<file path="config.mk">
export PLATFORM = sky130hd
export DESIGN_NAME = bfd_ram
export DESIGN_NICKNAME = d
export VERILOG_FILES = /design/src/sv/bfd_ram.sv
export SDC_FILE = /design/constraint.sdc
export NUM_CORES = 1
export LEC_CHECK = 0
export CAP_MARGIN = 10
export CORE_AREA = 2 2 51 53
export CTS_CLUSTER_DIAMETER = 200
export DETAILED_ROUTE_END_ITERATION = 6
export DIE_AREA = 0 0 53 55
export DONT_BUFFER_PORTS = 1
export PLACE_DENSITY = 0.58
export SKIP_LAST_GASP = 1
export SYNTH_ARGS = -nofsm -noshare
export SYNTH_HDL_FRONTEND = slang
export SYNTH_SLANG_ARGS = --single-unit
</file>
<file path="constraint.sdc">
create_clock -name i_clk -period 1.1 [get_ports i_clk]
set_input_delay 0.11 -clock i_clk [delete_from_list [all_inputs] [get_ports i_clk]]
set_output_delay 0.11 -clock i_clk [all_outputs]
set_load 0.1 [all_outputs]
</file>
<file path="src/sv/bfd_ram.sv">
module bfd_ram #(
    parameter int WIDTH = 8,
    parameter int DEPTH = 2
) (
    input  logic                                   i_clk,
    input  logic                                   i_we,
    input  logic [(DEPTH > 1 ? $clog2(DEPTH) : 1)-1:0] i_waddr,
    input  logic [WIDTH-1:0]                       i_wdata,
    input  logic                                   i_re,
    input  logic [(DEPTH > 1 ? $clog2(DEPTH) : 1)-1:0] i_raddr,
    output logic [WIDTH-1:0]                       o_rdata
);

    logic [WIDTH-1:0] r_mem [DEPTH];
    logic [WIDTH-1:0] r_rdata;

    always_ff @(posedge i_clk) begin
        if (i_we) begin
            r_mem[i_waddr] <= i_wdata;
        end
        if (i_re) begin
            r_rdata <= r_mem[i_raddr];
        end
    end

    assign o_rdata = r_rdata;

endmodule

</file>
==> results.py <==
metrics = {
    "yosys": {
        "synth_nets": 48,
        "yosys-top-cells-area": "edfxtp_1, mux2_4, buf_6, and2_1, nor2b_1",
        "syn_inst": 35,
        "ys_warn_count": 0,
        "synth_top_cell_by_area": "edfxtp_1",
        "synth_top_area_share_pct": 83.4,
        "syn_avg_cell_area_um2": 24.7,
        "yosysUniqueCellTypes": 5,
        "ys_seq_area_share_pct": 83.4,
        "ys_ff_latch": 24,
        "synth_area_um2": 865,
    },
    "detailed_routing": {
        "vias_per_cell": 4.38,
        "drtIter0Drc": 0,
        "detail_route.wirelength_mm": 1.04,
        "wl_per_cell_um": 12.2,
        "drtPass1Iterations": 1,
        "vias": 372,
        "drcViolationCount": 0,
        "antenna_left": 0,
    },
    "setup_path": {
        "path_cells": "buf_12",
        "rr_startpoint": "r_mem[0][3]",
        "start_kind": "register",
        "critPathArrivalTime_ns": 0.92,
        "crit_path_max_fanout": 1,
        "r2r_slack_ns": 0.19,
        "crit_family": "flip-flops",
        "r2r_cells": 1,
        "worst-setup-path-type": "register to primary output",
        "worst_path_largest_cell_delay_ns": 0.44,
        "cp_num_buf_inv": 1,
        "rr_endpoint": "o_rdata[3]",
        "end_kind": "primary output",
        "worst_ep_required_time_ns": 0.99,
        "cp_slowest_cell": "edfxtp_1",
    },
    "cells_and_area": {
        "antenna_cells": 0,
        "drive_above_1_share_pct": 36.4,
        "fin_nets": 70,
        "area_growth_pct": 35.5,
        "nFillCells": 200,
        "layout_commonest_cell": "edfxtp_1",
        "layout_common_cells": "edfxtp_1, dlygate4sd3_1, mux2_4, buf_12, clkbuf_4",
    },
    "timing": {
        "tns_ns": 0,
        "worst_pin_slew_ns": 0.350,
        "max-slew-margin-rel_pct": 76.7,
        "hold_ws_ns": 0.0424,
        "rsz0062_at_grt": "false",
        "finClkSkew_ns": 0.000719,
        "slew_viol_final": 0,
        "fmax_mhz": 975,
        "finalHoldViolations": 0,
        "fin_crit_sh_pct": 93.2,
        "timing.final.ws_setup_ns": 0.0744,
        "finalSetupViolCount": 0,
        "fin_crit_ns": 1.03,
    },
    "flow_run": {
        "max-cap-violations": 0,
    },
    "floorplanning": {
        "dieArea_um2": 2920,
        "initial_core_util_pct": 36.6,
        "fp.dieW_um": 53,
        "pin_count": 21,
        "rows": 18,
        "die_h_um": 55,
        "core_area_um2": 2360,
    },
    "power_and_ir_drop": {
        "vdd_drop_max_mv": 1.02,
        "internal_power_mw": 1.35,
        "switching_share_pct": 24.3,
        "p_seq_share_pct": 62.1,
        "p_total_mw": 1.79,
        "p_leak_nw": 0.431,
        "pwr-share-comb_pct": 18.9,
        "p_switching_mw": 0.435,
        "power_density_nw_per_um2": 1530,
        "pwr-share-clk_pct": 19.0,
    },
    "clock_network": {
        "insertion_delay_ns": 0.29,
        "clock_sinks": 24,
        "cts_tree": "yes",
        "cts_inserted_buffers": 3,
        "root_buffer": "clkbuf_4",
        "postCtsSetupBuffers": 0,
        "cts_max_level": 1,
        "path_clk_slew_ns": 0.11,
        "cts_max_path_buffers": 2,
    },
    "placed_design": {
        "dp_hpwl_um": 844,
        "place_ws_ns": 0.198,
        "io_buffers": 0,
        "gp_congestion": 0.595,
    },
    "worst_hold_path": {
        "hold_depth": 1,
        "hold_class": "input port to register",
        "min_to": "o_rdata[1]",
        "min_from": "i_raddr",
    },
    "grt": {
        "grt_overflow": 0,
        "grt_pass1_vias": 384,
        "grt_max_degree": 13,
        "track_usage_pct": 7.61,
        "antenna_found_initial": 0,
        "grt_pass1_wl_mm": 1.54,
    },
    "outcome": {
        "outcome": "complete, no violations",
    },
}
[final cells by class]
type	count	area, um^2	share of cell area (%)
multi-input cells	10	133	11.3
repair buffers	18	258	22.0
well taps	30	37.5	3.21
flip-flops and latches	24	721	61.5
clock buffers	3	22.5	1.92
[worst max-delay path by stage]
stage | startpoint | cells after the start | endpoint
floorplan | o_rdata[0] | 0 | o_rdata[0]
global placement | r_mem[0][2] | 1 | o_rdata[2]
detailed placement | r_mem[1][3] | 1 | o_rdata[3]
CTS | o_rdata[2] | 1 | o_rdata[2]
global route | o_rdata[2] | 1 | o_rdata[2]
finish | o_rdata[6] | 1 | o_rdata[6]
[cell families after synthesis]
kind of cell           after synthesis  synth area share [%]
AND/OR/NAND/NOR                      2                  1.45
multiplexers                         8                  13.9
buffers and inverters                1                  1.30
flip-flops                          24                  83.4
[registers in the layout, indices dropped and copies added, names as in the netlist]
name     flops
r_mem       16
o_rdata      8
[layer usage]
metal | GRT usage [%] | vias to the layer above | share of wire, %
li1 | - | 177 | -
met1 | 6.76 | 177 | 35
met2 | 15.0 | 18 | 52
met3 | 2.69 | 0 | 13
met4 | 3.85 | 0 | 0
met5 | 0 | - | 0
[cell usage after synthesis]
master and instances:
and2_1 1, buf_6 1, edfxtp_1 24, mux2_4 8, nor2b_1 1
[power groups by stage]
stage               combinational [mW]  sequential, mW  clock [mW]
floorplan                       0.0625            1.27           0
finish                           0.337            1.11       0.340
detailed placement               0.306            1.13           0
global route                     0.347            1.11       0.398
global placement                 0.303            1.13           0
CTS                              0.340            1.11       0.360
[repair_timing]
item	4_1_cts	5_1_grt
gates resized for setup	0	0
hold buffers	9	0
endpoints found under the hold margin	24	0
[per-stage QoR]
| stage | std cells | utilization (%) | cell area [um^2] |
|---|---|---|---|
| after global placement | 73 | 44.8 | 1060 |
| after detailed placement | 73 | 44.8 | 1060 |
| after CTS | 85 | 49.5 | 1170 |
| after floorplan | 35 | - | 865 |
| final | 85 | 49.5 | 1170 |
| after global routing | 85 | 49.5 | 1170 |
Power figures use the tool's default switching activity.
