[src/sv/bfd_pkg.sv]
package bfd_pkg;

    localparam int SRC_DIM_W      = 13;
    localparam int DST_DIM_W      = 11;
    localparam int CFG_IDX_W      = 2;
    localparam int CFG_DATA_W     = 13;
    localparam int CHAN_W         = 8;
    localparam int NUM_CHAN       = 4;
    localparam int SUM_W          = 32;
    localparam int DEST_ROW_LIMIT = 1024;

    localparam int DEF_MAX_SRC_WIDTH  = 4096;
    localparam int DEF_MAX_SRC_HEIGHT = 4096;
    localparam int DEF_MAX_DST_WIDTH  = 1024;

    localparam logic [CFG_IDX_W-1:0] REG_SRC_WIDTH  = 2'd0;
    localparam logic [CFG_IDX_W-1:0] REG_SRC_HEIGHT = 2'd1;
    localparam logic [CFG_IDX_W-1:0] REG_DST_WIDTH  = 2'd2;
    localparam logic [CFG_IDX_W-1:0] REG_DST_HEIGHT = 2'd3;

    typedef struct packed {
        logic first;
        logic last;
        logic row_end;
        logic frame_end;
    } t_flags;

    typedef logic [NUM_CHAN-1:0][CHAN_W-1:0] t_pix;
    typedef logic [NUM_CHAN-1:0][SUM_W-1:0]  t_sums;

endpackage

[src/sv/bfd_mean_div.sv]
module bfd_mean_div #(
    parameter int CNT_W = 26
) (
    input  logic                 i_clk,
    input  logic                 i_rst_n,
    input  logic                 i_start,
    input  bfd_pkg::t_sums       i_sums,
    input  logic [CNT_W-1:0]     i_cnt,
    input  bfd_pkg::t_flags      i_flags,
    output logic                 o_busy,
    output logic                 o_valid,
    input  logic                 i_take,
    output bfd_pkg::t_pix        o_mean,
    output bfd_pkg::t_flags      o_flags
);

    localparam int XW = (bfd_pkg::SUM_W > CNT_W + bfd_pkg::CHAN_W) ? bfd_pkg::SUM_W
                                                                    : CNT_W + bfd_pkg::CHAN_W;
    localparam int BW = $clog2(bfd_pkg::CHAN_W);

    logic                   r_run, r_done;
    logic [BW-1:0]          r_bit;
    logic [CNT_W-1:0]       r_cnt;
    bfd_pkg::t_sums         r_rem, n_rem;
    bfd_pkg::t_pix          r_q, n_q;
    bfd_pkg::t_flags        r_flags;
    logic [XW-1:0]          shifted;

    // restoring division, one quotient bit per cycle for all channels
    always_comb begin
        shifted = XW'(r_cnt) << r_bit;
        n_rem   = r_rem;
        n_q     = r_q;
        for (int ch = 0; ch < bfd_pkg::NUM_CHAN; ch++) begin
            if (XW'(r_rem[ch]) >= shifted) begin
                n_rem[ch]       = bfd_pkg::SUM_W'(XW'(r_rem[ch]) - shifted);
                n_q[ch][r_bit]  = 1'b1;
            end
        end
    end

    always_ff @(posedge i_clk) begin
        if (!i_rst_n) begin
            r_run  <= 1'b0;
            r_done <= 1'b0;
        end else if (i_start) begin
            r_run   <= 1'b1;
            r_done  <= 1'b0;
            r_bit   <= BW'(bfd_pkg::CHAN_W - 1);
            r_rem   <= i_sums;
            r_cnt   <= i_cnt;
            r_q     <= '0;
            r_flags <= i_flags;
        end else if (r_run) begin
            r_rem <= n_rem;
            r_q   <= n_q;
            r_bit <= r_bit - 1'b1;
            if (r_bit == '0) begin
                r_run  <= 1'b0;
                r_done <= 1'b1;
            end
        end else if (r_done && i_take) begin
            r_done <= 1'b0;
        end
    end

    assign o_busy  = r_run || r_done;
    assign o_valid = r_done;
    assign o_mean  = r_q;
    assign o_flags = r_flags;

endmodule

[config.mk]
export PLATFORM = sky130hd
export DESIGN_NAME = bfd_mean_div
export DESIGN_NICKNAME = d
export VERILOG_FILES = /design/src/sv/bfd_pkg.sv /design/src/sv/bfd_mean_div.sv
export SDC_FILE = /design/constraint.sdc
export NUM_CORES = 1
export LEC_CHECK = 0
export BUFFER_PORTS_ARGS = -buffer_cell sky130_fd_sc_hd__buf_2
export CORE_MARGIN = 5
export CORE_UTILIZATION = 60
export CTS_CLUSTER_DIAMETER = 40
export DETAILED_ROUTE_END_ITERATION = 8
export GPL_TIMING_DRIVEN = 0
export HOLD_SLACK_MARGIN = 0.1
export PLACE_DENSITY = 0.82
export SETUP_SLACK_MARGIN = 0.5
export SLEW_MARGIN = 40
export SYNTH_ARGS = -nofsm -noshare
export SYNTH_HDL_FRONTEND = slang
export SYNTH_SLANG_ARGS = --single-unit
[constraint.sdc]
create_clock -name i_clk -period 22 [get_ports i_clk]
set_input_delay 4.4 -clock i_clk [delete_from_list [all_inputs] [get_ports i_clk]]
set_output_delay 4.4 -clock i_clk [all_outputs]
set_load 0.02 [all_outputs]
==> results of run 1 <==
[power by group through the flow]
| stage | clock [mW] | combinational [mW] | sequential, mW |
|---|---|---|---|
| floorplan | 0 | 0.640 | 0.554 |
| global placement | 0 | 0.824 | 0.551 |
| detailed placement | 0 | 0.866 | 0.546 |
| CTS | 0.336 | 0.873 | 0.539 |
| global route | 0.353 | 0.977 | 0.545 |
| finish | 0.337 | 0.890 | 0.540 |
[cell families after synthesis]
group / Yosys count
XOR/XNOR: 110
multiplexers: 50
AND/OR/NAND/NOR: 479
AO/OA/AOI/OAI: 505
adder cells (fa/ha/maj): 137
buffers and inverters: 115
flip-flops: 195
[cell usage after synthesis (5+ instances only)]
library cell | count | area [µm²]
mux2_2 | 7 | 78.8
a21o_1 | 66 | 495
o31ai_1 | 8 | 60.1
o21bai_1 | 12 | 90.1
or3_1 | 5 | 31.3
buf_1 | 5 | 18.8
o21ai_0 | 156 | 781
a31oi_1 | 18 | 113
edfxtp_1 | 193 | 5800
inv_1 | 40 | 150
nand2b_1 | 14 | 87.6
a31o_2 | 8 | 70.1
o21a_1 | 15 | 113
a211oi_1 | 11 | 82.6
nand3_1 | 34 | 170
xnor2_1 | 59 | 517
nor2_1 | 111 | 417
and2_1 | 9 | 56.3
o21ai_1 | 24 | 120
xor2_1 | 51 | 447
clkbuf_1 | 57 | 214
ha_1 | 133 | 1660
mux2i_1 | 26 | 260
o211ai_1 | 8 | 60.1
nand2_1 | 208 | 781
nor2b_1 | 19 | 119
a21oi_1 | 118 | 591
nand4_1 | 23 | 144
and3_1 | 13 | 81.3
nor3_1 | 23 | 115
mux4_2 | 17 | 383
[sequential cells by signal (all words and copies together) (netlist names)]
register	count
r_rem	128
o_mean	32
r_cnt	26
o_flags	4
r_bit	3
o_valid	1
r_run	1
[per-layer routing]
| metal | vias up | track usage, % |
|---|---|---|
| li1 | 6396 | - |
| met1 | 6425 | 40.7 |
| met2 | 741 | 52.5 |
| met3 | 147 | 7.89 |
| met4 | 2 | 14.2 |
| met5 | - | 0 |
[area by class of cell]
| class | count | area (µm²) | share of cell area [%] |
|---|---|---|---|
| antenna | 1 | 2.50 | 0.0144 |
| buffer | 73 | 359 | 2.06 |
| clock buffer | 17 | 425 | 2.44 |
| clock inverter | 14 | 193 | 1.11 |
| inverter | 42 | 158 | 0.904 |
| multi-input combinational | 1281 | 8880 | 50.9 |
| sequential | 195 | 5840 | 33.5 |
| tap | 330 | 413 | 2.37 |
| timing repair buffer | 216 | 1170 | 6.70 |
[metrics by stage]
stage | cell area (µm²) | power (mW)
4_1_cts | 17400 | 1.75
6_report | 17400 | 1.77
3_5_place_dp | 16800 | 1.41
5_1_grt | 17400 | 1.88
3_3_place_gp | 16500 | 1.37
2_1_floorplan | 15100 | 1.19
[worst reg2reg max path, stage by stage (launching register included)]
cell,delay [ns]
edfxtp_1,0.36
clkbuf_1,0.25
inv_1,0.15
clkbuf_1,0.48
buf_1,0.64
mux2i_1,0.77
ha_1,0.34
nand4_1,0.15
or3_1,0.43
o21ai_2,0.16
o31a_1,0.17
and4_1,0.19
a211oi_1,0.10
a21bo_1,0.31
o41ai_2,0.53
buf_2,0.28
buf_2,0.20
buf_2,0.15
buf_2,0.19
buf_2,0.22
buf_2,0.19
[worst min path at each step]
stage            endpoint  cells past startpoint
2_1_floorplan     o_valid                      2
3_3_place_gp   o_mean[16]                      2
3_5_place_dp    o_mean[7]                      2
4_1_cts         o_mean[7]                      2
5_1_grt        o_mean[29]                      2
6_report        o_mean[7]                      2
==> results.json, run 1 <==
{
  "outcome": "complete, no violations",
  "port-buffer-count": 198,
  "dp_slack_ns": 13.66,
  "drtIter0Drc": 1450,
  "worst-path-buf-inv": 9,
  "comb_power_share_pct": 50.4,
  "largest_net_degree_at_the_start_of_global_routing": 34,
  "hold_path.class": "register to register",
  "dominantRegCellSynth": "edfxtp_1",
  "cts_hold_buffers": 0,
  "crit_path_cell_trace": "clkbuf_1, clkbuf_1, o21ai_0, a21oi_1, inv_1, o41ai_2, buf_2, buf_2, buf_2, buf_2, buf_2, buf_2",
  "wire_length_of_the_first_global_routing_pass_um": 71800,
  "drive_gt1_share_pct": 18.3,
  "via_count": 13711,
  "dr_wl_met2_um": 21700,
  "ys_seq_area_share_pct": 38.6,
  "cts.sinks": 195,
  "routed_wl_um": 46500,
  "crit_end": "r_rem[102]",
  "worst_r2r_startpoint": "r_bit[2]",
  "h-tree-depth": 4,
  "synth_fa_ha_area_share_pct": 11.5,
  "postLayoutCoreUtil_pct": 69.6,
  "die_width_um": 169,
  "finClkSkew_ns": 0.0191,
  "cts.repair_timing.setup_buffer_count": 0,
  "timing.fmax_mhz": 123,
  "yosys-mux-area-fraction_pct": 4.77,
  "synthXorXnorAreaFrac_pct": 6.37,
  "global_route.usage.total_pct": 32.1,
  "final_cell_count_without_fillers": 2169,
  "required_time_of_the_worst_setup_path_ns": 22.17,
  "cts_buffer_depth": 2,
  "antenna_found_initial": 1,
  "mappedNetlistNets": 1890,
  "cts_tree": "yes",
  "die_area_mm2": 0.0285,
  "top_signal_layer_used": "met5",
  "pwr-share-clk_pct": 19.1,
  "initial_core_util_pct": 60.4,
  "cts_root_buffer": "clkbuf_16",
  "routedWlPerCell_um": 21.5,
  "cpLargestDelayFamily": "buffers and inverters",
  "finalCriticalPeriod_ns": 8.11,
  "reg2reg_setup_slack_ns": 15.47,
  "synth_area_mm2": 0.0151,
  "critPathMaxFanout": 10,
  "postRouteAntennaNets": 0,
  "io_pins": 200,
  "setup_viol_count_final": 0,
  "finalHoldViolCount": 0,
  "psw_mw": 0.737,
  "finalWeightedCongestion": 0.967,
  "slew-limit-headroom_pct": 38.3,
  "compound_gate_portion_of_the_synthesized_area_pct": 21.2,
  "synthesis.instances": 1591,
  "critPathArrivalTime_ns": 8.28,
  "numPlacedInstances": 2137,
  "vias_per_cell": 6.32,
  "end_kind": "register",
  "area.growth.synth_to_final_pct": 15.2,
  "cell_internal_pwr_mw": 1.03,
  "design.core.area_mm2": 0.0250,
  "insertion_delay_ns": 0.46,
  "crit_cells": 12,
  "critPathMostFrequentCell": "buf_2",
  "drc_errors": 0,
  "synth.ff_latch_count": 195,
  "grt_setup_unrepaired": "false",
  "dominant_combinational_cell_family_by_area_after_synthesis": "compound AO/OA/AOI/OAI gates",
  "switching_share_pct": 41.7,
  "rr_worst_depth": 20,
  "num-nets-final": 2125,
  "final_cell_mix": "nand2_1 (208), buf_2 (208), edfxtp_1 (193)",
  "via_count_of_the_first_global_routing_pass": 13535,
  "worst_hold_slack_ns": 0.584,
  "synth_edf_count": 193,
  "postLayoutSetupSlackWorst_ns": 13.89,
  "detailroute.wirelength.met3_um": 4920,
  "vdd.ir_drop.worst_v": 0.0000535,
  "chip_height_um": 169,
  "power.density_mw_per_mm2": 101,
  "crit_start": "i_start",
  "max_slew.worst_pin.slew_ns": 0.908,
  "critical-path-max-stage-delay_ns": 0.59,
  "proportion_of_power_drawn_by_flip_flops_and_latches_pct": 30.6,
  "clk_pin_slew_ns": 0.09,
  "r2r_end": "r_rem[102]",
  "dr.pass1.iters": 6,
  "report.final.slew_viol_count": 0,
  "critical_path_class": "primary input to register",
  "total_of_max_cap_violations": 0,
  "tns_ns": 0,
  "wl_met1_um": 17800,
  "fillerInstances": 1968,
  "critical_path.slowest_cell": "a21oi_1",
  "cp-start-kind": "primary input",
  "grt-ovfl-total": 0,
  "synth_cell_type_count": 80,
  "share_of_synthesized_flip_flops_with_an_asynchronous_set_or_reset_pct": 0,
  "synthesis.yosys.warnings": 0,
  "finalCritPeriodShare_pct": 36.9,
  "hpwlAfterDp_um": 35500,
  "cts_buffers": 17,
  "core.rowCount": 58,
  "cts.repair.resized": 0,
  "synth_simple_gate_area_share_pct": 14.2,
  "cellLeakagePower_nw": 7.33,
  "post_synthesis_average_cell_area_um2": 9.51,
  "hold_path.startpoint": "o_mean[7]"
}
No activity file was read; power rests on OpenSTA's default activity.
==> run 2, diff against run 1 <==
- CORE_UTILIZATION: 60 -> 54
- PLACE_DENSITY: 0.82 -> 0.78
- clock period: 22 -> 6.9 ns (I/O delays scaled with it)
==> results.json, run 2 (synthesis gave the netlist of run 1 again) <==
{
  "outcome": "complete, no violations",
  "postLayoutCoreUtil_pct": 63.1,
  "finClkSkew_ns": 0.0160,
  "routedWlPerCell_um": 21.5,
  "vdd.ir_drop.worst_v": 0.000148,
  "via_count": 13689,
  "cts_buffers": 17,
  "cts.repair.resized": 0,
  "required_time_of_the_worst_setup_path_ns": 7.05,
  "report.final.slew_viol_count": 0,
  "postRouteAntennaNets": 0,
  "seq_area_mm2": 0.00584,
  "port-buffer-count": 198,
  "critPathArrivalTime_ns": 6.27,
  "wire_length_of_the_first_global_routing_pass_um": 71800,
  "finalCriticalPeriod_ns": 6.13,
  "critical_path_class": "register to register",
  "reg2reg_setup_slack_ns": 0.77,
  "crit_end": "o_mean[14]",
  "dp_slack_ns": 0.981,
  "chip_height_um": 177,
  "max_flop_register": "r_rem",
  "io_pins": 200,
  "cp-start-kind": "register",
  "insertion_delay_ns": 0.45,
  "antenna_found_initial": 2,
  "vias_per_cell": 6.18,
  "routed_wl_um": 47500,
  "power.density_mw_per_mm2": 318,
  "final_cell_count_without_fillers": 2214,
  "design_power_total_mw": 5.57,
  "wl_met1_um": 18900,
  "critPathMaxFanout": 10,
  "max_slew.worst_pin.slew_ns": 0.933,
  "initial_core_util_pct": 54.6,
  "dr_wl_met2_um": 22100,
  "crit_path_cell_trace": "clkbuf_1, inv_1, clkbuf_1, buf_1, mux2i_1, ha_1, nand2_1, nor2_1, a31oi_1, o21ai_1, a21o_1, a21oi_2, o21ai_1, a311o_1, nand2_1, a22oi_2, buf_6, buf_4",
  "cts_root_buffer": "clkbuf_16",
  "critical-path-max-stage-delay_ns": 0.77,
  "detailroute.wirelength.met3_um": 4160,
  "largest_net_degree_at_the_start_of_global_routing": 34,
  "max_ffs_per_register": 128,
  "cts.repair_timing.setup_buffer_count": 0,
  "finalCritPeriodShare_pct": 88.8,
  "numPlacedInstances": 2182,
  "finalWeightedCongestion": 0.969,
  "final_cell_mix": "nand2_1 (208), buf_2 (198), edfxtp_1 (193)",
  "hold_path.class": "register to register",
  "clk_pin_slew_ns": 0.08,
  "fin_area_mm2": 0.0175,
  "tns_ns": 0,
  "mostFrequentLayoutCell": "nand2_1",
  "core.rowCount": 61,
  "r2r_end": "o_mean[14]",
  "dr.pass1.iters": 8,
  "area.growth.synth_to_final_pct": 15.6,
  "drtIter0Drc": 1576,
  "die_width_um": 177,
  "critical_path.slowest_cell": "mux2i_1",
  "worst_r2r_startpoint": "r_bit[2]",
  "end_kind": "register",
  "cts_hold_buffers": 0,
  "setup_viol_count_final": 0,
  "finalHoldViolCount": 0,
  "fillerInstances": 2352,
  "num-nets-final": 2123,
  "hpwlAfterDp_um": 36500,
  "rr_worst_depth": 18,
  "cts.sinks": 195,
  "grt-ovfl-total": 0,
  "timing.fmax_mhz": 163,
  "total_of_max_cap_violations": 0,
  "grt_setup_unrepaired": "false",
  "cellLeakagePower_nw": 7.32,
  "cts_tree": "yes",
  "via_count_of_the_first_global_routing_pass": 13488,
  "postLayoutSetupSlackWorst_ns": 0.774,
  "detailed_place.area_mm2": 0.0169,
  "design.core.area_mm2": 0.0277,
  "global_route.usage.total_pct": 29.5,
  "drc_errors": 0,
  "die_area_mm2": 0.0315,
  "worst_hold_slack_ns": 0.583,
  "h-tree-depth": 4,
  "cts_buffer_depth": 2,
  "slew-limit-headroom_pct": 36.0,
  "multi_input_area_mm2": 0.00890,
  "top_signal_layer_used": "met5",
  "crit_start": "r_bit[2]",
  "num_antenna_cells": 0,
  "drive_gt1_share_pct": 18.2
}
==> run 2: cell types whose count changed in the layout (fill, tap and decap cells not counted), sizes merged <==
cell | before | now
clkinv | 6 | 7
clkbuf | 78 | 79
inv | 50 | 48
clkinvlp | 0 | 1
diode | 1 | 0
buf | 223 | 220
==> run 2: worst max-delay path, delay by kind of cell, from the launching register on <==
kind            cells  cell delay (ns)
buf+inv             6             1.92
compound gates      7             1.90
mux                 1             0.77
simple gates        3             0.50
flops               1             0.37
fa+ha+maj           1             0.32
==> run 2: report_power, final <==
part           internal, mW  switching, mW
combinational          1.16           1.69
sequential             1.63         0.0947
clock                 0.474          0.514
==> run 2: routing by layer <==
metal | vias to the layer above | GRT usage (%)
met4 | 4 | 14.3
met5 | - | 0
met1 | 6433 | 37.1
met3 | 140 | 5.88
met2 | 721 | 49.0
li1 | 6391 | -
==> run 2: worst min-delay path by stage <==
stage	cells past startpoint	end	startpoint
2_1_floorplan	2	o_valid	r_run
3_3_place_gp	2	o_mean[29]	o_mean[29]
3_5_place_dp	2	o_mean[15]	o_mean[15]
4_1_cts	2	o_mean[19]	o_mean[19]
5_1_grt	2	o_mean[7]	o_mean[7]
6_report	2	o_mean[17]	o_mean[17]
==> run 2: final cells by class <==
class | instances | area share (%)
inverters | 42 | 0.901
plain buffers | 73 | 2.06
flip-flops and latches | 195 | 33.4
repair buffers | 214 | 6.95
multi-input cells | 1281 | 50.9
clock inverters | 14 | 0.687
well taps | 378 | 2.70
clock buffers | 17 | 2.43
==> run 3, diff against run 2 <==
- PLACE_DENSITY: 0.78 -> 0.76
==> results.json, run 3 (synthesis gave the netlist of run 1 again) <==
{
  "postLayoutCoreUtil_pct": 63.1,
  "final_cell_mix": "nand2_1 (208), buf_2 (198), edfxtp_1 (193)",
  "cts_root_buffer": "clkbuf_16",
  "antenna_found_initial": 1,
  "die_width_um": 177,
  "reg2reg_setup_slack_ns": 0.72,
  "critical-path-max-stage-delay_ns": 0.73,
  "cpLargestDelayFamily": "buffers and inverters",
  "vias_per_cell": 6.15,
  "cts_buffers": 17,
  "chip_height_um": 177,
  "pwr-share-clk_pct": 18.3,
  "power.density_mw_per_mm2": 321,
  "proportion_of_power_drawn_by_flip_flops_and_latches_pct": 30.8,
  "critPathMostFrequentCell": "clkbuf_1",
  "psw_mw": 2.31,
  "routedWlPerCell_um": 21.5,
  "via_count_of_the_first_global_routing_pass": 13339,
  "global_route.usage.total_pct": 29.8,
  "clk_pin_slew_ns": 0.07,
  "core.rowCount": 61,
  "vdd.ir_drop.worst_v": 0.000200,
  "worst_hold_slack_ns": 0.585,
  "drtIter0Drc": 1542,
  "grt_setup_unrepaired": "false",
  "cts_tree": "yes",
  "largest_net_degree_at_the_start_of_global_routing": 34,
  "num-nets-final": 2123,
  "io_pins": 200,
  "finalCritPeriodShare_pct": 89.6,
  "crit_path_cell_trace": "clkbuf_1, inv_1, clkbuf_1, buf_1, mux2i_1, ha_1, clkdlybuf4s15_2, nand4_1, a221oi_2, nor2_2, o31ai_4, a31oi_4, o41ai_4, a21oi_1, o21ai_4, buf_8, buf_16",
  "cts.sinks": 195,
  "grt-ovfl-total": 0,
  "setup_viol_count_final": 0,
  "die_area_mm2": 0.0315,
  "critical_path.slowest_cell": "mux2i_1",
  "cts_hold_buffers": 0,
  "wire_length_of_the_first_global_routing_pass_um": 72200,
  "switching_share_pct": 41.2,
  "dr.pass1.iters": 5,
  "required_time_of_the_worst_setup_path_ns": 7.07,
  "mostFrequentLayoutCell": "nand2_1",
  "cell_internal_pwr_mw": 3.29,
  "max_ffs_per_register": 128,
  "finalHoldViolCount": 0,
  "critPathMaxFanout": 17,
  "cp-start-kind": "register",
  "drc_errors": 0,
  "max_slew.worst_pin.slew_ns": 0.921,
  "finalWeightedCongestion": 0.959,
  "cts_buffer_depth": 2,
  "via_count": 13614,
  "outcome": "complete, no violations",
  "finalCriticalPeriod_ns": 6.18,
  "design.core.area_mm2": 0.0277,
  "hold_path.class": "register to register",
  "critPathArrivalTime_ns": 6.35,
  "insertion_delay_ns": 0.46,
  "worst-path-buf-inv": 7,
  "area.growth.synth_to_final_pct": 15.5,
  "routed_wl_um": 47600,
  "drive_gt1_share_pct": 18.3,
  "report.final.slew_viol_count": 0,
  "comb_power_share_pct": 51.0,
  "critical_path_class": "register to register",
  "postRouteAntennaNets": 0,
  "slew-limit-headroom_pct": 36.9,
  "timing.fmax_mhz": 162,
  "max_flop_register": "r_rem",
  "port-buffer-count": 198,
  "h-tree-depth": 4,
  "cellLeakagePower_nw": 7.32,
  "finClkSkew_ns": 0.0242,
  "end_kind": "register",
  "hpwlAfterDp_um": 36400,
  "initial_core_util_pct": 54.6,
  "total_of_max_cap_violations": 0
}
[run 3: final cells by class]
class	instances	area, µm²
Fill cell	2331	10200
Multi-Input combinational cell	1281	8900
Sequential cell	195	5840
Timing Repair Buffer	214	1170
Tap cell	378	473
Clock buffer	18	429
Buffer	73	362
Inverter	42	158
Clock inverter	13	146
Antenna cell	1	2.50
[run 3: worst register-to-register path: cells and delay by family (launching register included)]
kind / cells / cell delay (ns)
AND/OR/NAND/NOR: 2 / 0.27
flip-flops: 1 / 0.38
multiplexers: 1 / 0.73
buffers and inverters: 7 / 2.32
adder cells (fa/ha/maj): 1 / 0.24
AO/OA/AOI/OAI: 6 / 1.95
[run 3: path summary, 6_finish.rpt]
kind	endpoint	from	cells after the start
max	r_rem[72]	r_bit[2]	17
min	o_mean[9]	o_mean[9]	2
max reg2reg	r_rem[72]	r_bit[2]	17
min reg2reg	o_mean[9]	o_mean[9]	2
[run 3: metrics by stage]
| stage | area, µm² | total power [mW] | worst slack [ns] | TNS [ns] | std cells |
|---|---|---|---|---|---|
| after floorplan | 15100 | 3.81 | 0.734 | 0 | 1591 |
| after global placement | 16600 | 4.40 | -1.97 | -257.84 | 2167 |
| after detailed placement | 16900 | 4.51 | 0.845 | 0 | 2183 |
| after CTS | 17500 | 5.54 | 0.794 | 0 | 2214 |
| after global routing | 17500 | 5.92 | 0.545 | 0 | 2214 |
| final | 17500 | 5.60 | 0.720 | 0 | 2215 |
[run 3: timing repair]
action	in CTS	in global routing
endpoints found under the setup margin	0	13
gates resized for setup	0	1
buffers inserted	0	0
[run 3: power by group through the flow]
stage	Combinational (mW)	Clock [mW]	Sequential, mW
CTS	2.80	1.02	1.72
global route	3.12	1.06	1.74
finish	2.86	1.02	1.72
detailed placement	2.77	0	1.74
floorplan	2.04	0	1.76
global placement	2.64	0	1.76
[run 3: per-layer routing]
metal,GRT usage (%),vias up,share of wire (%)
met1,37.3,6395,38
met3,6.35,131,10
met2,49.6,700,47
met4,13.4,2,4.5
li1,-,6386,-
met5,0,-,0.023
