<file path="src/sv/bfd_pkg.sv">
package bfd_pkg;

    localparam int SRC_DIM_W      = 13;
    localparam int DST_DIM_W      = 11;
    localparam int CFG_IDX_W      = 2;
    localparam int CFG_DATA_W     = 13;
    localparam int CHAN_W         = 8;
    localparam int NUM_CHAN       = 4;
    localparam int SUM_W          = 32;
    localparam int DEST_ROW_LIMIT = 1024;

    localparam int DEF_MAX_SRC_WIDTH  = 4096;
    localparam int DEF_MAX_SRC_HEIGHT = 4096;
    localparam int DEF_MAX_DST_WIDTH  = 1024;

    localparam logic [CFG_IDX_W-1:0] REG_SRC_WIDTH  = 2'd0;
    localparam logic [CFG_IDX_W-1:0] REG_SRC_HEIGHT = 2'd1;
    localparam logic [CFG_IDX_W-1:0] REG_DST_WIDTH  = 2'd2;
    localparam logic [CFG_IDX_W-1:0] REG_DST_HEIGHT = 2'd3;

    typedef struct packed {
        logic first;
        logic last;
        logic row_end;
        logic frame_end;
    } t_flags;

    typedef logic [NUM_CHAN-1:0][CHAN_W-1:0] t_pix;
    typedef logic [NUM_CHAN-1:0][SUM_W-1:0]  t_sums;

endpackage

</file>
<file path="src/sv/bfd_geom.sv">
module bfd_geom #(
    parameter int MAX_SRC_WIDTH  = bfd_pkg::DEF_MAX_SRC_WIDTH,
    parameter int MAX_SRC_HEIGHT = bfd_pkg::DEF_MAX_SRC_HEIGHT,
    parameter int MAX_DST_WIDTH  = bfd_pkg::DEF_MAX_DST_WIDTH,
    localparam int CW  = $clog2(MAX_SRC_WIDTH + 1),
    localparam int RW  = $clog2(MAX_SRC_HEIGHT + 1),
    localparam int IW  = (MAX_DST_WIDTH > 1) ? $clog2(MAX_DST_WIDTH) : 1
) (
    input  logic                             i_clk,
    input  logic                             i_rst_n,
    input  logic                             i_cfg_we,
    input  logic [bfd_pkg::CFG_IDX_W-1:0]    i_cfg_index,
    input  logic [bfd_pkg::CFG_DATA_W-1:0]   i_cfg_data,
    input  logic                             i_step,
    output logic                             o_ready,
    output logic [IW-1:0]                    o_idx,
    output logic [CW-1:0]                    o_box_w,
    output logic [RW-1:0]                    o_box_h,
    output bfd_pkg::t_flags                  o_flags
);

    localparam int DCW  = $clog2(MAX_DST_WIDTH + 1);
    localparam int DRW  = $clog2(bfd_pkg::DEST_ROW_LIMIT + 1);
    localparam int SU_W = (CW > RW) ? CW : RW;
    localparam int SCW  = $clog2(SU_W + 1);

    logic [bfd_pkg::SRC_DIM_W-1:0] r_sw_raw, r_sh_raw;
    logic [bfd_pkg::DST_DIM_W-1:0] r_dw_raw, r_dh_raw;

    logic [CW-1:0]  eff_sw;
    logic [RW-1:0]  eff_sh;
    logic [DCW-1:0] eff_dw;
    logic [DRW-1:0] eff_dh;
    logic [31:0]    lim_w, lim_h;

    always_comb begin
        if (r_sw_raw == '0) begin
            eff_sw = CW'(1);
        end else if (32'(r_sw_raw) > 32'(MAX_SRC_WIDTH)) begin
            eff_sw = CW'(MAX_SRC_WIDTH);
        end else begin
            eff_sw = CW'(r_sw_raw);
        end
        if (r_sh_raw == '0) begin
            eff_sh = RW'(1);
        end else if (32'(r_sh_raw) > 32'(MAX_SRC_HEIGHT)) begin
            eff_sh = RW'(MAX_SRC_HEIGHT);
        end else begin
            eff_sh = RW'(r_sh_raw);
        end
        lim_w = (32'(eff_sw) < 32'(MAX_DST_WIDTH)) ? 32'(eff_sw) : 32'(MAX_DST_WIDTH);
        lim_h = (32'(eff_sh) < 32'(bfd_pkg::DEST_ROW_LIMIT)) ? 32'(eff_sh)
                                                             : 32'(bfd_pkg::DEST_ROW_LIMIT);
        if (r_dw_raw == '0) begin
            eff_dw = DCW'(1);
        end else if (32'(r_dw_raw) > lim_w) begin
            eff_dw = DCW'(lim_w);
        end else begin
            eff_dw = DCW'(r_dw_raw);
        end
        if (r_dh_raw == '0) begin
            eff_dh = DRW'(1);
        end else if (32'(r_dh_raw) > lim_h) begin
            eff_dh = DRW'(lim_h);
        end else begin
            eff_dh = DRW'(r_dh_raw);
        end
    end

    // setup: long division of source by destination size, one bit a cycle
    logic            r_su_pend, r_su_run;
    logic [SCW-1:0]  r_su_cnt;
    logic [SU_W-1:0] r_dvc, r_dvr, r_su_qc, r_su_qr;
    logic [DCW-1:0]  r_su_rc;
    logic [DRW-1:0]  r_su_rr;
    logic [DCW:0]    su_tc;
    logic [DRW:0]    su_tr;
    logic            su_bc, su_br;
    logic [SU_W-1:0] n_su_qc, n_su_qr;
    logic [DCW-1:0]  n_su_rc;
    logic [DRW-1:0]  n_su_rr;

    always_comb begin
        su_tc   = {r_su_rc, r_dvc[SU_W-1]};
        su_tr   = {r_su_rr, r_dvr[SU_W-1]};
        su_bc   = su_tc >= (DCW+1)'(eff_dw);
        su_br   = su_tr >= (DRW+1)'(eff_dh);
        n_su_rc = su_bc ? DCW'(su_tc - (DCW+1)'(eff_dw)) : DCW'(su_tc);
        n_su_rr = su_br ? DRW'(su_tr - (DRW+1)'(eff_dh)) : DRW'(su_tr);
        n_su_qc = (r_su_qc << 1) | SU_W'(su_bc);
        n_su_qr = (r_su_qr << 1) | SU_W'(su_br);
    end

    // frame position and box bounds
    logic [CW-1:0]  r_sc, r_cbs, r_cbe, r_qc;
    logic [RW-1:0]  r_sr, r_rbs, r_rbe, r_qr;
    logic [DCW-1:0] r_dc, r_crem, r_rc;
    logic [DRW-1:0] r_dr, r_rrem, r_rr;

    logic           last_col, last_row, dc_last, dr_last;
    logic [DCW:0]   csum;
    logic [DRW:0]   rsum;
    logic           cwrap, rwrap;
    logic [CW-1:0]  n_cbe;
    logic [RW-1:0]  n_rbe;
    logic [DCW-1:0] n_crem;
    logic [DRW-1:0] n_rrem;

    always_comb begin
        last_col = (CW+1)'(r_sc) + 1'b1 >= (CW+1)'(r_cbe);
        last_row = (RW+1)'(r_sr) + 1'b1 >= (RW+1)'(r_rbe);
        dc_last  = (DCW+1)'(r_dc) + 1'b1 >= (DCW+1)'(eff_dw);
        dr_last  = (DRW+1)'(r_dr) + 1'b1 >= (DRW+1)'(eff_dh);
        csum     = (DCW+1)'(r_crem) + (DCW+1)'(r_rc);
        rsum     = (DRW+1)'(r_rrem) + (DRW+1)'(r_rr);
        cwrap    = csum >= (DCW+1)'(eff_dw);
        rwrap    = rsum >= (DRW+1)'(eff_dh);
        n_cbe    = r_cbe + r_qc + CW'(cwrap);
        n_rbe    = r_rbe + r_qr + RW'(rwrap);
        n_crem   = cwrap ? DCW'(csum - (DCW+1)'(eff_dw)) : DCW'(csum);
        n_rrem   = rwrap ? DRW'(rsum - (DRW+1)'(eff_dh)) : DRW'(rsum);
    end

    always_ff @(posedge i_clk) begin
        if (!i_rst_n) begin
            r_sw_raw  <= bfd_pkg::SRC_DIM_W'(1);
            r_sh_raw  <= bfd_pkg::SRC_DIM_W'(1);
            r_dw_raw  <= bfd_pkg::DST_DIM_W'(1);
            r_dh_raw  <= bfd_pkg::DST_DIM_W'(1);
            r_su_pend <= 1'b1;
            r_su_run  <= 1'b0;
            r_su_cnt  <= '0;
            r_sc      <= '0;
            r_sr      <= '0;
            r_dc      <= '0;
            r_dr      <= '0;
            r_cbs     <= '0;
            r_rbs     <= '0;
        end else if (i_cfg_we) begin
            unique case (i_cfg_index)
                bfd_pkg::REG_SRC_WIDTH:  r_sw_raw <= i_cfg_data;
                bfd_pkg::REG_SRC_HEIGHT: r_sh_raw <= i_cfg_data;
                bfd_pkg::REG_DST_WIDTH:  r_dw_raw <= bfd_pkg::DST_DIM_W'(i_cfg_data);
                bfd_pkg::REG_DST_HEIGHT: r_dh_raw <= bfd_pkg::DST_DIM_W'(i_cfg_data);
                default: ;
            endcase
            r_su_pend <= 1'b1;
            r_su_run  <= 1'b0;
            r_sc      <= '0;
            r_sr      <= '0;
            r_dc      <= '0;
            r_dr      <= '0;
            r_cbs     <= '0;
            r_rbs     <= '0;
        end else if (r_su_pend) begin
            r_su_pend <= 1'b0;
            r_su_run  <= 1'b1;
            r_su_cnt  <= SCW'(SU_W);
            r_dvc     <= SU_W'(eff_sw);
            r_dvr     <= SU_W'(eff_sh);
            r_su_qc   <= '0;
            r_su_qr   <= '0;
            r_su_rc   <= '0;
            r_su_rr   <= '0;
        end else if (r_su_run) begin
            r_dvc    <= r_dvc << 1;
            r_dvr    <= r_dvr << 1;
            r_su_qc  <= n_su_qc;
            r_su_qr  <= n_su_qr;
            r_su_rc  <= n_su_rc;
            r_su_rr  <= n_su_rr;
            r_su_cnt <= r_su_cnt - 1'b1;
            if (r_su_cnt == SCW'(1)) begin
                r_su_run <= 1'b0;
                r_qc     <= CW'(n_su_qc);
                r_qr     <= RW'(n_su_qr);
                r_rc     <= n_su_rc;
                r_rr     <= n_su_rr;
                r_cbe    <= CW'(n_su_qc);
                r_rbe    <= RW'(n_su_qr);
                r_crem   <= n_su_rc;
                r_rrem   <= n_su_rr;
            end
        end else if (i_step) begin
            if (!last_col) begin
                r_sc <= r_sc + 1'b1;
            end else if (!dc_last) begin
                r_sc   <= r_sc + 1'b1;
                r_dc   <= r_dc + 1'b1;
                r_cbs  <= r_cbe;
                r_cbe  <= n_cbe;
                r_crem <= n_crem;
            end else begin
                // end of a source row
                r_sc   <= '0;
                r_dc   <= '0;
                r_cbs  <= '0;
                r_cbe  <= r_qc;
                r_crem <= r_rc;
                if (!last_row) begin
                    r_sr <= r_sr + 1'b1;
                end else if (!dr_last) begin
                    r_sr   <= r_sr + 1'b1;
                    r_dr   <= r_dr + 1'b1;
                    r_rbs  <= r_rbe;
                    r_rbe  <= n_rbe;
                    r_rrem <= n_rrem;
                end else begin
                    r_sr   <= '0;
                    r_dr   <= '0;
                    r_rbs  <= '0;
                    r_rbe  <= r_qr;
                    r_rrem <= r_rr;
                end
            end
        end
    end

    assign o_ready           = !r_su_pend && !r_su_run;
    assign o_idx             = IW'(r_dc);
    assign o_box_w           = r_cbe - r_cbs;
    assign o_box_h           = r_rbe - r_rbs;
    assign o_flags.first     = (r_sr == r_rbs) && (r_sc == r_cbs);
    assign o_flags.last      = last_col && last_row;
    assign o_flags.row_end   = dc_last;
    assign o_flags.frame_end = dc_last && dr_last;

endmodule

</file>
<file path="config.mk">
export PLATFORM = sky130hd
export DESIGN_NAME = bfd_geom
export DESIGN_NICKNAME = d
export VERILOG_FILES = /design/src/sv/bfd_pkg.sv /design/src/sv/bfd_geom.sv
export SDC_FILE = /design/constraint.sdc
export NUM_CORES = 1
export LEC_CHECK = 0
export BUFFER_PORTS_ARGS = -buffer_cell sky130_fd_sc_hd__buf_2
export CAP_MARGIN = 20
export CORE_MARGIN = 3
export CORE_UTILIZATION = 40
export DETAILED_ROUTE_END_ITERATION = 8
export HOLD_SLACK_MARGIN = 0.15
export PLACE_DENSITY_LB_ADDON = 0.12
export SYNTH_ARGS = -nofsm -noshare
export SYNTH_HDL_FRONTEND = slang
export SYNTH_SLANG_ARGS = --single-unit
</file>
<file path="constraint.sdc">
create_clock -name i_clk -period 12.5 [get_ports i_clk]
set_input_delay 0 -clock i_clk [delete_from_list [all_inputs] [get_ports i_clk]]
set_output_delay 0 -clock i_clk [all_outputs]
set_load 0.03 [all_outputs]
</file>
==> results of run 1 <==
[path summary, 6_finish.rpt]
path / slack, ns / depth (start not counted) / to / from
worst max-delay path: 5.62 / 31 / r_rbe[12]$_DFFE_PP_ / r_sh_raw[5]$_SDFFE_PN0P_
worst max register to register: 5.62 / 31 / r_rbe[12]$_DFFE_PP_ / r_sh_raw[5]$_SDFFE_PN0P_
worst min-delay path: 0.24 / 4 / r_sc[12]$_SDFFE_PP0P_ / i_step
worst min register to register: 0.45 / 0 / r_qr[12]$_DFFE_PP_ / r_su_qr[11]$_SDFFCE_PP0P_
[layer usage]
| layer | track usage | up-vias |
|---|---|---|
| met2 | 0.333 | 313 |
| met4 | 0.0589 | 0 |
| met5 | 0 | - |
| met3 | 0.0331 | 80 |
| li1 | - | 8224 |
| met1 | 0.276 | 7890 |
[final cells by class]
cell class,instances,area [um^2],share of cell area
Multi-Input combinational cell,1746,11700,0.518
Sequential cell,296,7610,0.336
Clock inverter,14,96.3,0.00426
Clock buffer,55,1090,0.0480
Inverter,129,484,0.0214
Timing Repair Buffer,113,786,0.0347
Tap cell,664,831,0.0367
[sequential cells by signal, indices dropped and copies added, names as in the netlist, 12 cells and up]
name,cells
r_cbe,13
r_cbs,13
r_dvc,13
r_dvr,13
r_qc,13
r_qr,13
r_rbe,13
r_rbs,13
r_sc,13
r_sh_raw,13
r_sr,13
r_su_qc,12
r_su_qr,12
r_sw_raw,13
[power groups by stage]
stage / combinational [mW] / sequential, mW / clock [mW]
finish: 0.459 / 1.08 / 1.06
global route: 0.517 / 1.08 / 1.13
CTS: 0.461 / 1.08 / 1.09
detailed placement: 0.455 / 1.10 / 0
global placement: 0.448 / 1.10 / 0
floorplan: 0.339 / 1.10 / 0
[synth_stat cells, types with 27 or more instances]
library cell	instances	share of area
o21ai_0	125	0.031
xor2_1	60	0.026
dfxtp_1	128	0.13
nor2b_1	73	0.023
nand3_1	91	0.022
edfxtp_1	168	0.25
a21o_1	36	0.013
ha_1	188	0.12
clkbuf_1	73	0.014
xnor2_1	95	0.041
nor2_1	142	0.026
nor3_1	35	0.0086
o21a_1	27	0.010
nand2_1	278	0.051
nand4_1	27	0.0083
a21oi_1	166	0.041
inv_1	127	0.024
o211ai_1	27	0.010
a21boi_0	49	0.018
[tightest hold or removal path, cell delays in order]
cell,delay (ns)
buf_2,0.12
nand2_1,0.38
nand2_1,0.19
a21oi_1,0.05
[per-stage QoR]
stage / instance area, um^2 / instances / util
finish: 22600 / 3017 / 0.458
global route: 22600 / 3017 / 0.458
CTS: 22600 / 3015 / 0.457
detailed placement: 21200 / 2920 / 0.428
global placement: 21200 / 2920 / 0.428
floorplan: 20300 / 2276 / -
[cell families (layout without fill, tap and decap cells)]
| family | Yosys count | after routing | share of synthesized area |
|---|---|---|---|
| flip-flops | 296 | 296 | 0.375 |
| adder cells (fa/ha/maj) | 200 | 200 | 0.128 |
| buffers and inverters | 234 | 311 | 0.0470 |
| XOR/XNOR | 155 | 155 | 0.0670 |
| AND/OR/NAND/NOR | 801 | 801 | 0.193 |
| AO/OA/AOI/OAI | 557 | 557 | 0.173 |
| multiplexers | 33 | 33 | 0.0167 |
==> flow_summary.yaml, run 1 <==
clock_tree:
  clkSinkCount: 296
  cts_hold_buf: 26
  clk_pin_slew_worst_paths_ns: 0.06
  cts_buffer_depth: 3
  cts_root_buf: "clkbuf_16"
  cts_inserted_buffers: 38
  post_cts_buffers: 0
  cts_tree: "done"
  htree_levels: 2
  clk_latency_ns: 0.55
  cts_resized: 0
critical_path:
  cp-start-kind: "register"
  cpMostUsedCell: "o21a_1"
  path_class: "register to register"
  critPathRequiredTime_ns: 12.76
  arrival_ns: 7.15
  critPathSlowestCell: "fa_1"
  slowest_delay_ns: 0.53
  crit_family: "compound AO/OA/AOI/OAI gates"
  crit_fanout: 22
  crit_buf_inv: 1
  critPathCaptureType: "register"
timing:
  setup-violations-final: 0
  fmax_ghz: 0.145
  setup_ws_ns: 5.62
  post-route-period-util: 0.551
  period_needed_ns: 6.88
  slew_headroom: 0.301
  hold_viol: 0
  skew_ns: 0.0144
  rsz0062_at_grt: "no"
  maxSlewViolCount: 0
  setup-tns-final_ns: 0
  whs_ns: 0.242
  worst_pin_slew_ns: 1.05
power_and_ir_drop:
  switching_share: 0.286
  seqPwrFrac: 0.416
  power.switching_uw: 743
  p_per_area_nw_per_um2: 115
  power_frac_clock: 0.407
  irDropWorstVdd_mv: 0.0868
  power_mw: 2.60
  p_int_mw: 1.86
  p_leak_nw: 8.87
  pwr-share-comb: 0.177
run_status:
  outcome: "complete, no violations"
drt:
  via_count: 16507
  drt-met1-wl_mm: 25.9
  ant_nets: 0
  viasPerCell: 5.47
  drtPass1Iterations: 4
  routedWlPerCell_um: 18.1
  routed_wl_mm: 54.7
  drc_errors: 0
  wl_met2_mm: 25.1
  top_layer_used: "met4"
  drtIter0Drc: 1024
  wl_met3_mm: 2.42
synth:
  synth_area_um2: 20300
  async_reset_ff_frac: 0
  synth_edf_count: 168
  avgSynthCellArea_um2: 8.90
  postSynthCellCount: 2276
  synth_flop_cell: "edfxtp_1"
  yosysWarnings: 0
  synth_cell_types: 79
  synth_seq_cells: 296
  yosysSeqAreaShare: 0.375
  synth_nets: 2495
placement:
  dp_hpwl_mm: 39.4
  finalWeightedCongestion: 0.897
  dp_slack_ns: 5.64
  port_buffers: 59
grt:
  grt_overflow: 0
  grt_usage: 0.203
  grt_pass1_wl_mm: 87.5
  grt_max_degree: 82
  grt_pass1_vias: 16269
  antenna_found_initial: 0
cells_and_area:
  final_nets: 2543
  fillers: 4908
  final_cell_mix: "278 x nand2_1, 188 x ha_1, 168 x edfxtp_1"
  final_common_cell: "nand2_1"
  area_growth_pct: 11.7
  n_antenna_cell: 0
  drive_gt1_frac: 0.0773
flow_run:
  drv_cap: 0
floorplan:
  pin_count: 60
  fp.dieH_um: 231
  core_area_um2: 49500
  initial_utilization: 0.410
  die_area_um2: 53400
  core.rowCount: 81
  die_w_um: 231
hold_path:
  hp-class: "input port to register"
Power figures use the tool's default switching activity.
==> run 2, diff against run 1 <==
Settings changed: ABC_AREA set to 1.
Clock period 12.5 ns to 6.1 ns, I/O delays scaled along.
==> flow_summary.yaml, run 2 <==
run_status:
  outcome: "complete, no violations"
synth:
  synth_common_cells: "560 x nand2_1, 345 x inv_1, 294 x nor2_1"
  postSynthCellCount: 2766
  yosysTopAreaCellShare: 0.238
  synth_nets: 2985
  ys_top_cells_by_area: "edfxtp_1 24%, dfxtp_1 12%, ha_1 11%"
  synth_flop_cell: "edfxtp_1"
  synth_cell_types: 57
  synth_seq_cells: 296
  yosysWarnings: 0
  synth_area_um2: 21200
  synth_edf_count: 168
  async_reset_ff_frac: 0
  yosysTopAreaCell: "edfxtp_1"
  avgSynthCellArea_um2: 7.67
  synth_most_common_cell: "nand2_1"
  yosysSeqAreaShare: 0.358
floorplan:
  fp.dieH_um: 236
  core_area_um2: 51900
  core.rowCount: 83
  initial_utilization: 0.409
  die_area_um2: 55900
  die_w_um: 236
  pin_count: 60
clock_tree:
  cts_inserted_buffers: 37
  clk_latency_ns: 0.56
  clkSinkCount: 296
  clk_pin_slew_worst_paths_ns: 0.06
  cts_tree: "done"
  htree_levels: 2
  cts_buffer_depth: 3
  cts_root_buf: "clkbuf_16"
timing:
  post-route-period-util: 0.923
  rsz0062_at_grt: "yes"
  whs_ns: 0.254
  worst_pin_slew_ns: 0.869
  maxSlewViolCount: 0
  setup-violations-final: 0
  fmax_ghz: 0.178
  skew_ns: 0.0216
  hold_viol: 0
  setup-tns-final_ns: 0
  slew_headroom: 0.419
  period_needed_ns: 5.63
placement:
  finalWeightedCongestion: 0.908
  dp_hpwl_mm: 44.5
  port_buffers: 59
  place_inst: 3455
grt:
  antenna_found_initial: 0
  grt_pass1_wl_mm: 97.8
  grt_pass1_vias: 18297
  grt_usage: 0.216
  grt_overflow: 0
  grt_max_degree: 54
critical_path:
  crit_fanout: 8
  timing.rr.end: "r_cbe[8]$_DFFE_PP_"
  r2r-start: "r_sw_raw[9]$_SDFFE_PN0P_"
  rr_worst_depth: 30
  slowest_delay_ns: 0.43
  cpMostUsedCell: "nand3_1"
  path_class: "register to register"
  critPathSlowestCell: "fa_1"
  arrival_ns: 5.92
  rrSetupSlack_ns: 0.47
  critPathRequiredTime_ns: 6.38
  cp-start-kind: "register"
  critPathCaptureType: "register"
hold_path:
  hold_start: "i_step"
  holdPathEnd: "r_sc[8]$_SDFFE_PP0P_"
  hp-class: "input port to register"
  hold_depth: 4
cells_and_area:
  finalNonFillerCells: 3557
  final_cell_mix: "556 x nand2_1, 344 x inv_1, 291 x nor2_1"
  drive_gt1_frac: 0.0897
  final_common_cell: "nand2_1"
  multi_input_area_um2: 11800
  n_antenna_cell: 0
  seqCellArea_um2: 7610
  area_growth_pct: 12.6
  fillers: 5244
  final_nets: 3067
power_and_ir_drop:
  irDropWorstVdd_mv: 0.216
  p_leak_nw: 10.6
  power_mw: 6.98
  p_per_area_nw_per_um2: 292
flow_run:
  drv_cap: 0
drt:
  drc_errors: 0
  routedWlPerCell_um: 17.3
  ant_nets: 0
  routed_wl_mm: 61.4
  via_count: 18771
  drtPass1Iterations: 5
  drtIter0Drc: 1065
  viasPerCell: 5.28
run 2: cell count changes after synthesis, sizes merged, moves of 50 or more:
cell / previous run / this run
a21oi: 167 / 224
nor2b: 73 / 0
nand2: 279 / 565
nand3: 92 / 147
xnor2: 95 / 38
nand4: 27 / 77
nor2: 142 / 303
o21ai: 131 / 190
inv: 129 / 352
run 2: logic make-up after synthesis:
kind of cell | after synthesis | share of synthesized area
AND/OR/NAND/NOR | 1165 | 0.240
flip-flops | 296 | 0.358
adder cells (fa/ha/maj) | 200 | 0.122
AO/OA/AOI/OAI | 519 | 0.137
XOR/XNOR | 133 | 0.0549
buffers and inverters | 453 | 0.0874
run 2: what timing repair did:
item                                    in CTS  in global routing
hold endpoints to repair                    89                  0
gates resized for setup                      0                 16
endpoints found under the setup margin       0                 12
setup buffers                                0                  5
hold buffers                                26                  0
run 2: critical path: cells and delay by family, from the launching register on:
kind,cells,cell delay [ns]
simple gates,17,2.28
fa+ha+maj,5,1.83
compound gates,4,0.52
flops,1,0.33
buf+inv,3,0.33
xor+xnor,1,0.08
run 2: how the worst max path moves through the flow:
stage | end | slack [ns] | startpoint | depth (start not counted)
after floorplan | r_qc[0]$_DFFE_PP_ | 0.09 | r_su_run$_SDFF_PP0_ | 3
after global placement | r_cbe[8]$_DFFE_PP_ | 0.32 | r_sw_raw[9]$_SDFFE_PN0P_ | 31
after detailed placement | r_cbe[8]$_DFFE_PP_ | 0.28 | r_sw_raw[9]$_SDFFE_PN0P_ | 31
after CTS | r_cbe[8]$_DFFE_PP_ | 0.26 | r_sw_raw[9]$_SDFFE_PN0P_ | 31
after global routing | r_cbe[8]$_DFFE_PP_ | -0.02 | r_sw_raw[8]$_SDFFE_PN0P_ | 32
final | r_cbe[8]$_DFFE_PP_ | 0.47 | r_sw_raw[9]$_SDFFE_PN0P_ | 30
run 2: layer usage:
metal,routed length [um],global-route usage,part of all wire,vias to the layer above
met1,29200,0.295,0.47,8841
met2,27800,0.350,0.45,377
met3,2710,0.0346,0.044,101
met4,1790,0.0680,0.029,0
li1,-,-,-,9452
met5,0,0,0,-
run 2: power breakdown:
part           internal (mW)  switching (mW)  total [mW]
registers               2.25          0.0362        2.29
logic                  0.825            1.54        2.36
clock network           1.41           0.909        2.32
run 2: stage by stage:
stage	util	setup WS, ns	area [um^2]
floorplan	-	0.0924	21200
global placement	0.429	0.316	22300
detailed placement	0.429	0.281	22300
CTS	0.458	0.257	23800
global route	0.460	-0.0246	23900
finish	0.460	0.467	23900
run 2: area by class of cell:
type	instances	area share
clock buffers	50	0.0434
clock inverters	18	0.00979
inverters	356	0.0563
multi-input cells	2018	0.496
flip-flops and latches	296	0.318
well taps	680	0.0356
repair buffers	137	0.0401
repair inverters	2	0.000524
